File: src/egcd_pkg.sv
// Shared constants and types for the extended GCD block.
`default_nettype none

package egcd_pkg;

  // Default datapath width: operands are one bit narrower, coefficients full width.
  localparam int unsigned DefaultDataWidth = 32;

  // Sequencer states, one-hot.
  typedef enum logic [2:0] {
    StIdle   = 3'b001,
    StCheck  = 3'b010,
    StDivide = 3'b100
  } state_e;

endpackage

`default_nettype wire

File: src/extended_gcd_bezout_top.sv
// Top level of the extended GCD block: sequencer, remainder and coefficient registers.
// Usage:
//   Command channel: an item (value_a_i, value_b_i) is taken at a rising edge
//   where start is high and busy is low. busy stays high while the item runs.
//   Result channel: divisor_o, coef_a_o, coef_b_o are valid for exactly one
//   cycle while done_o is high; the receiver cannot stall, so the result must
//   be captured in that cycle. value_a_i * coef_a_o + value_b_i * coef_b_o
//   equals divisor_o (coefficients in two's complement).
// Sequencing: after accept, the block alternates between a check state and a
//   divide state for each Euclid division step (none when value_b_i is zero).
//   Each step is one pass of the shared restoring divider, one quotient bit per
//   cycle, plus a check and a row update.
// Throughput: one item at a time; a new item may be started in the cycle
//   that done_o is high, since busy is already low then.
// Reset: asynchronous, active low; returns to idle and drops done_o. Any item
//   in progress is lost.
`default_nettype none

module extended_gcd_bezout_top #(
  parameter int unsigned DATA_WIDTH = egcd_pkg::DefaultDataWidth
) (
  input  wire logic                         clk_i,
  input  wire logic                         rst_ni,
  input  wire logic                         start,
  output logic                              busy,
  input  wire logic        [DATA_WIDTH-2:0] value_a_i,
  input  wire logic        [DATA_WIDTH-2:0] value_b_i,
  output logic                              done_o,
  output logic             [DATA_WIDTH-2:0] divisor_o,
  output logic signed      [DATA_WIDTH-1:0] coef_a_o,
  output logic signed      [DATA_WIDTH-1:0] coef_b_o
);

  egcd_pkg::state_e state_q, state_d;

  logic [DATA_WIDTH-2:0] rem_prev_q, rem_prev_d;
  logic [DATA_WIDTH-2:0] rem_cur_q, rem_cur_d;
  logic [DATA_WIDTH-1:0] xa_prev_q, xa_prev_d;
  logic [DATA_WIDTH-1:0] xa_cur_q, xa_cur_d;
  logic [DATA_WIDTH-1:0] xb_prev_q, xb_prev_d;
  logic [DATA_WIDTH-1:0] xb_cur_q, xb_cur_d;
  logic                  done_q, done_d;
  logic [DATA_WIDTH-2:0] divisor_q, divisor_d;
  logic [DATA_WIDTH-1:0] coef_a_q, coef_a_d;
  logic [DATA_WIDTH-1:0] coef_b_q, coef_b_d;

  logic                  div_start;
  logic                  div_done;
  logic [DATA_WIDTH-2:0] div_rem;
  logic [DATA_WIDTH-1:0] div_prod_a;
  logic [DATA_WIDTH-1:0] div_prod_b;
  logic                  accept;

  assign accept = start && !busy;

  // Shared divide / multiply-accumulate unit
  egcd_divider #(
    .DataWidth (DATA_WIDTH)
  ) u_div (
    .clk_i      (clk_i),
    .rst_ni     (rst_ni),
    .start_i    (div_start),
    .dividend_i (rem_prev_q),
    .divisor_i  (rem_cur_q),
    .mult_a_i   (xa_cur_q),
    .mult_b_i   (xb_cur_q),
    .done_o     (div_done),
    .rem_o      (div_rem),
    .prod_a_o   (div_prod_a),
    .prod_b_o   (div_prod_b)
  );

  // Sequencer
  always_comb begin
    state_d    = state_q;
    rem_prev_d = rem_prev_q;
    rem_cur_d  = rem_cur_q;
    xa_prev_d  = xa_prev_q;
    xa_cur_d   = xa_cur_q;
    xb_prev_d  = xb_prev_q;
    xb_cur_d   = xb_cur_q;
    done_d     = 1'b0;
    divisor_d  = divisor_q;
    coef_a_d   = coef_a_q;
    coef_b_d   = coef_b_q;
    div_start  = 1'b0;
    unique case (state_q)
      egcd_pkg::StIdle: begin
        if (accept) begin
          rem_prev_d = value_a_i;
          rem_cur_d  = value_b_i;
          xa_prev_d  = DATA_WIDTH'(1);
          xa_cur_d   = '0;
          xb_prev_d  = '0;
          xb_cur_d   = DATA_WIDTH'(1);
          state_d    = egcd_pkg::StCheck;
        end
      end
      egcd_pkg::StCheck: begin
        if (rem_cur_q == '0) begin
          // Remainder exhausted: previous row holds the answer
          done_d    = 1'b1;
          divisor_d = rem_prev_q;
          coef_a_d  = xa_prev_q;
          coef_b_d  = xb_prev_q;
          state_d   = egcd_pkg::StIdle;
        end else begin
          div_start = 1'b1;
          state_d   = egcd_pkg::StDivide;
        end
      end
      egcd_pkg::StDivide: begin
        if (div_done) begin
          // Shift rows: new coefficient = prev - q * cur
          rem_prev_d = rem_cur_q;
          rem_cur_d  = div_rem;
          xa_prev_d  = xa_cur_q;
          xa_cur_d   = xa_prev_q - div_prod_a;
          xb_prev_d  = xb_cur_q;
          xb_cur_d   = xb_prev_q - div_prod_b;
          state_d    = egcd_pkg::StCheck;
        end
      end
      default: begin
        state_d = egcd_pkg::StIdle;
      end
    endcase
  end

  // Control state
  always_ff @(posedge clk_i or negedge rst_ni) begin
    if (!rst_ni) begin
      state_q <= egcd_pkg::StIdle;
      done_q  <= 1'b0;
    end else begin
      state_q <= state_d;
      done_q  <= done_d;
    end
  end

  // Working rows and result registers
  always_ff @(posedge clk_i) begin
    rem_prev_q <= rem_prev_d;
    rem_cur_q  <= rem_cur_d;
    xa_prev_q  <= xa_prev_d;
    xa_cur_q   <= xa_cur_d;
    xb_prev_q  <= xb_prev_d;
    xb_cur_q   <= xb_cur_d;
    divisor_q  <= divisor_d;
    coef_a_q   <= coef_a_d;
    coef_b_q   <= coef_b_d;
  end

  assign busy      = (state_q != egcd_pkg::StIdle);
  assign done_o    = done_q;
  assign divisor_o = divisor_q;
  assign coef_a_o  = coef_a_q;
  assign coef_b_o  = coef_b_q;

`ifndef NO_ASSERTIONS
  // Result strobe only once the sequencer is back in idle
  assert property (@(posedge clk_i) disable iff (!rst_ni) done_o |-> !busy)
    else $error("done_o while busy");

  // Result strobe lasts a single cycle
  assert property (@(posedge clk_i) disable iff (!rst_ni) done_o |=> !done_o)
    else $error("done_o held longer than one cycle");

  // An accepted item makes the block busy
  assert property (@(posedge clk_i) disable iff (!rst_ni) accept |=> busy)
    else $error("item accepted but block not busy");

  // Divider finishes only while the sequencer waits for it
  assert property (@(posedge clk_i) disable iff (!rst_ni)
    div_done |-> (state_q == egcd_pkg::StDivide))
    else $error("divider done outside divide state");

  // Divider is launched only for a nonzero divisor
  assert property (@(posedge clk_i) disable iff (!rst_ni)
    div_start |-> (rem_cur_q != '0))
    else $error("divider started with zero divisor");
`endif

endmodule

`default_nettype wire

File: src/egcd_divider.sv
// Iterative restoring divider that also accumulates quotient times two multiplicands.
`default_nettype none

module egcd_divider #(
  parameter int unsigned DataWidth = egcd_pkg::DefaultDataWidth
) (
  input  wire logic                   clk_i,
  input  wire logic                   rst_ni,
  input  wire logic                   start_i,
  input  wire logic [DataWidth-2:0]   dividend_i,
  input  wire logic [DataWidth-2:0]   divisor_i,
  input  wire logic [DataWidth-1:0]   mult_a_i,
  input  wire logic [DataWidth-1:0]   mult_b_i,
  output logic                        done_o,
  output logic      [DataWidth-2:0]   rem_o,
  output logic      [DataWidth-1:0]   prod_a_o,
  output logic      [DataWidth-1:0]   prod_b_o
);

  localparam int unsigned OpWidth  = DataWidth - 1;
  localparam int unsigned CntWidth = $clog2(OpWidth);
  localparam logic [CntWidth-1:0] LastCnt = CntWidth'(OpWidth - 1);

  logic                run_q, run_d;
  logic                done_q, done_d;
  logic [CntWidth-1:0] cnt_q, cnt_d;
  logic [OpWidth-1:0]  part_q, part_d;
  logic [OpWidth-1:0]  quo_q, quo_d;
  logic [DataWidth-1:0] acc_a_q, acc_a_d;
  logic [DataWidth-1:0] acc_b_q, acc_b_d;

  logic [OpWidth:0]    trial;
  logic [OpWidth:0]    diff;
  logic                fits;

  // One quotient bit per cycle, MSB first
  assign trial = {part_q, quo_q[OpWidth-1]};
  assign diff  = trial - {1'b0, divisor_i};
  assign fits  = (trial >= {1'b0, divisor_i});

  // Sequencing and datapath next values
  always_comb begin
    run_d   = run_q;
    done_d  = 1'b0;
    cnt_d   = cnt_q;
    part_d  = part_q;
    quo_d   = quo_q;
    acc_a_d = acc_a_q;
    acc_b_d = acc_b_q;
    if (start_i) begin
      run_d   = 1'b1;
      cnt_d   = LastCnt;
      part_d  = '0;
      quo_d   = dividend_i;
      acc_a_d = '0;
      acc_b_d = '0;
    end else if (run_q) begin
      part_d  = fits ? diff[OpWidth-1:0] : trial[OpWidth-1:0];
      quo_d   = {quo_q[OpWidth-2:0], 1'b0};
      // Horner form of q * mult, kept modulo 2^DataWidth
      acc_a_d = {acc_a_q[DataWidth-2:0], 1'b0} + (fits ? mult_a_i : '0);
      acc_b_d = {acc_b_q[DataWidth-2:0], 1'b0} + (fits ? mult_b_i : '0);
      cnt_d   = cnt_q - CntWidth'(1);
      if (cnt_q == '0) begin
        run_d  = 1'b0;
        done_d = 1'b1;
      end
    end
  end

  // Control state
  always_ff @(posedge clk_i or negedge rst_ni) begin
    if (!rst_ni) begin
      run_q  <= 1'b0;
      done_q <= 1'b0;
      cnt_q  <= '0;
    end else begin
      run_q  <= run_d;
      done_q <= done_d;
      cnt_q  <= cnt_d;
    end
  end

  // Datapath
  always_ff @(posedge clk_i) begin
    part_q  <= part_d;
    quo_q   <= quo_d;
    acc_a_q <= acc_a_d;
    acc_b_q <= acc_b_d;
  end

  assign done_o   = done_q;
  assign rem_o    = part_q;
  assign prod_a_o = acc_a_q;
  assign prod_b_o = acc_b_q;

endmodule

`default_nettype wire

File: config.mk
export PLATFORM = sky130hd
export DESIGN_NAME = extended_gcd_bezout_top
export DESIGN_NICKNAME = d
export VERILOG_FILES = /design/src/egcd_pkg.sv /design/src/extended_gcd_bezout_top.sv /design/src/egcd_divider.sv
export SDC_FILE = /design/constraint.sdc
export NUM_CORES = 1
export LEC_CHECK = 0
export ABC_CLOCK_PERIOD_IN_PS = 12760
export CORE_MARGIN = 3
export CORE_UTILIZATION = 65
export CTS_CLUSTER_DIAMETER = 40
export DETAILED_ROUTE_END_ITERATION = 7
export DONT_BUFFER_PORTS = 1
export PLACE_DENSITY = 0.8
export SYNTH_ARGS = -nofsm -noshare
export SYNTH_HDL_FRONTEND = slang
export SYNTH_SLANG_ARGS = --single-unit
File: constraint.sdc
create_clock -name clk_i -period 12.76 [get_ports clk_i]
set_input_delay 0 -clock clk_i [delete_from_list [all_inputs] [get_ports clk_i]]
set_output_delay 0 -clock clk_i [all_outputs]
set_load 0.01 [all_outputs]
==> run metrics <==
post-cts sizing count 0; r2r startpoint rem_cur_q[0]; P&R area growth vs syn 12.38%; RSZ-0062 raised after global routing no; synth cell count leaders 334 x nand2_1, 316 x edfxtp_1, 208 x nor2_1, 155 x ha_1, 148 x a21oi_1; Initial Util 66.97%; largest net degree at the start of global routing 96; Tightest Hold Check Type primary input to flip-flop; leading area contributor after synthesis edfxtp_1; # nets final 2628; drt first pass iters 5; total grt overflow 0; H-Tree Depth 2; metal3 WL 4.227 mm; top post-synthesis cells by area edfxtp_1 40%, ha_1 8.3%, dfxtp_1 8.1%; Clock Skews between 0.015 and 0.02 ns; Fmax 158.9 MHz; WP data arrival 6.73 ns; share of Yosys cell area claimed by the top area cell type 40.42%; DRC Markers 0; via count 17.84k; DR WL/cell a little under 20 um; GP Congestion approximately 0.9; total wire length 56.36 mm; Final TNS setup 0 ns; cell count after synthesis roughly 2.4k; post-CTS setup buffer count 0; CTS tree yes; # diodes 0; I/O Pins 162; Multi-input gate area approximately 11000 um^2; worst-case clock buffer depth 3; Synth Flop Type edfxtp_1; Critical Path End Type flip-flop; post-synthesis cell type count 72; Root Buffer Master clkbuf_16; Seq cells post-synth 422; Post-Syn Nets 2580; die extent in x approximately 200 um; Slowest cell on crit path buf_4; share of layout cells above drive strength 1 5.849%; die area 38430 um^2; Reg area 11670 um^2; pre-CTS setup slack 6.573 ns; Seq/Total Area, Yosys 49.70%; # rows 68; I/O Buffers 0; Core Area 35050 um^2; clk_lat worst skew 0.59 ns; Max Used Layer met4; Finished Cell Area 26380 um^2; Starting DRT DRC Count 1410; r2r setup slk 6.47 ns; final HPWL from detailed placement 37.39 mm; worst-path fanout max 79; endpoints failing setup 0; Metal-1 WL roughly 24 mm; Post-synth EDFFs 316; first-pass GRT wire length 91.05 mm; max-slew violation count 0; CP Class flip-flop to flip-flop; yosys warns 0; max cap viols 0; Hold Startpoint value_b_i[23]; vias in the first global route ~18k; Routed met2 length 26.83 mm; initial antenna violation count 0; FFs w/ async S/R, synth 2.607%; Antenna Nets Post-Route 0; total track usage roughly 29%; Critical Path RT roughly 13 ns; Critical Path Max Stage Delay 0.72 ns; Clock transition at path regs 0.06 ns; Crit. Startpoint rem_cur_q[0]; die height 196.0 um; crit-path cells ha_1 -> fa_1 -> nor2b_1 -> o31ai_1 -> a21o_2 -> a211oi_1 -> o21ai_1 -> a21boi_4 -> buf_4 -> and2_1 -> ha_1 -> a21o_1 -> a2111oi_0 -> a21oi_1 -> a31oi_1 -> o21ai_2 -> a211oi_1 -> a211oi_2 -> xnor2_1 -> a21oi_1; # fillers 2308; Post-Syn Area 23480 um^2; Period minus WS final 6.292 ns; Num CTS Buffers 52; status completed; post-route setup slack around 6.5 ns; post-route clock period utilization 49.31%; worst slew pin tran 1.013 ns; average size of a mapped cell 9.968 um^2; Final Hold Fails 0; vias per cell 6.150; worst hold slack approximately 0.14 ns; relative slew slack 32.47%; CP Launch Type flip-flop; CTS Sinks ~420; placed cell area roughly 24000 um^2; most frequent cell after synthesis nand2_1
==> metal layers <==
metal  track usage [%]  vias to the layer above
met5                 0                        -
met4             9.770                        0
met3             4.860                      119
met2             48.33                      725
met1             38.99                     8508
li1                  -                     8483
==> logic make-up after synthesis <==
logic type,Yosys count,synth area share (%)
AO/OA/AOI/OAI,530,14.42
XOR/XNOR,128,4.776
adder cells (fa/ha/maj),160,8.688
buffers and inverters,213,3.438
flip-flops,422,49.70
multiplexers,54,2.303
AND/OR/NAND/NOR,848,16.68
==> stage by stage <==
stage	utilization, %	cells
floorplan	-	2355
CTS	75.26	2900
finish	75.26	2900
global placement	68.18	2739
global route	75.26	2900
detailed placement	68.18	2739
==> path summary, 6_finish.rpt <==
path,endpoint,cells past startpoint
min in group asynchronous,done_o,2
setup reg to reg,u_div.prod_b_o[30],20
hold reg to reg,divisor_o[8],0
hold / removal,rem_cur_q[23],3
max in group asynchronous,u_div.run_q,2
setup / recovery,u_div.prod_b_o[30],20
==> what timing repair did <==
item / in CTS / in global routing
hold endpoints to repair: 75 / 0
hold buffers: 65 / 0
setup endpoints to repair: 0 / 0
==> critical path, delay by kind of cell (launching register included) <==
family,cells,cell delay [ns]
AO/OA/AOI/OAI,13,3.35
XOR/XNOR,1,0.15
adder cells (fa/ha/maj),3,1.01
buffers and inverters,1,0.72
flip-flops,1,0.43
AND/OR/NAND/NOR,2,0.43
==> layout make-up <==
type | instances | area share [%]
Timing Repair Buffer | 82 | 2.950
Sequential cell | 422 | 44.24
Multi-Input combinational cell | 1720 | 41.92
Tap cell | 455 | 2.158
Inverter | 125 | 1.779
Clock inverter | 39 | 1.869
Clock buffer | 57 | 5.079
==> sequential cells by signal (all words and copies together) (netlist names), 3 cells and up <==
signal	cells
xb_prev_q	32
u_div.cnt_q	5
xb_cur_q	32
rem_cur_q	31
coef_a_o	32
u_div.quo_q	31
state_q	3
u_div.prod_b_o	32
coef_b_o	32
rem_prev_q	31
u_div.rem_o	31
divisor_o	31
xa_cur_q	32
xa_prev_q	32
u_div.prod_a_o	32
==> placed cells by master, fill, tap and decap left out, drive strengths merged, types with 83 or more instances in the layout <==
master	n
o21ai	148
ha	155
xnor2	98
nor2	209
nand2	334
dfxtp	95
a21oi	149
inv	138
a21o	83
edfxtp	316
Power is not shown: default switching activity piles up to over one toggle a cycle in this logic, so the estimate is an artifact.
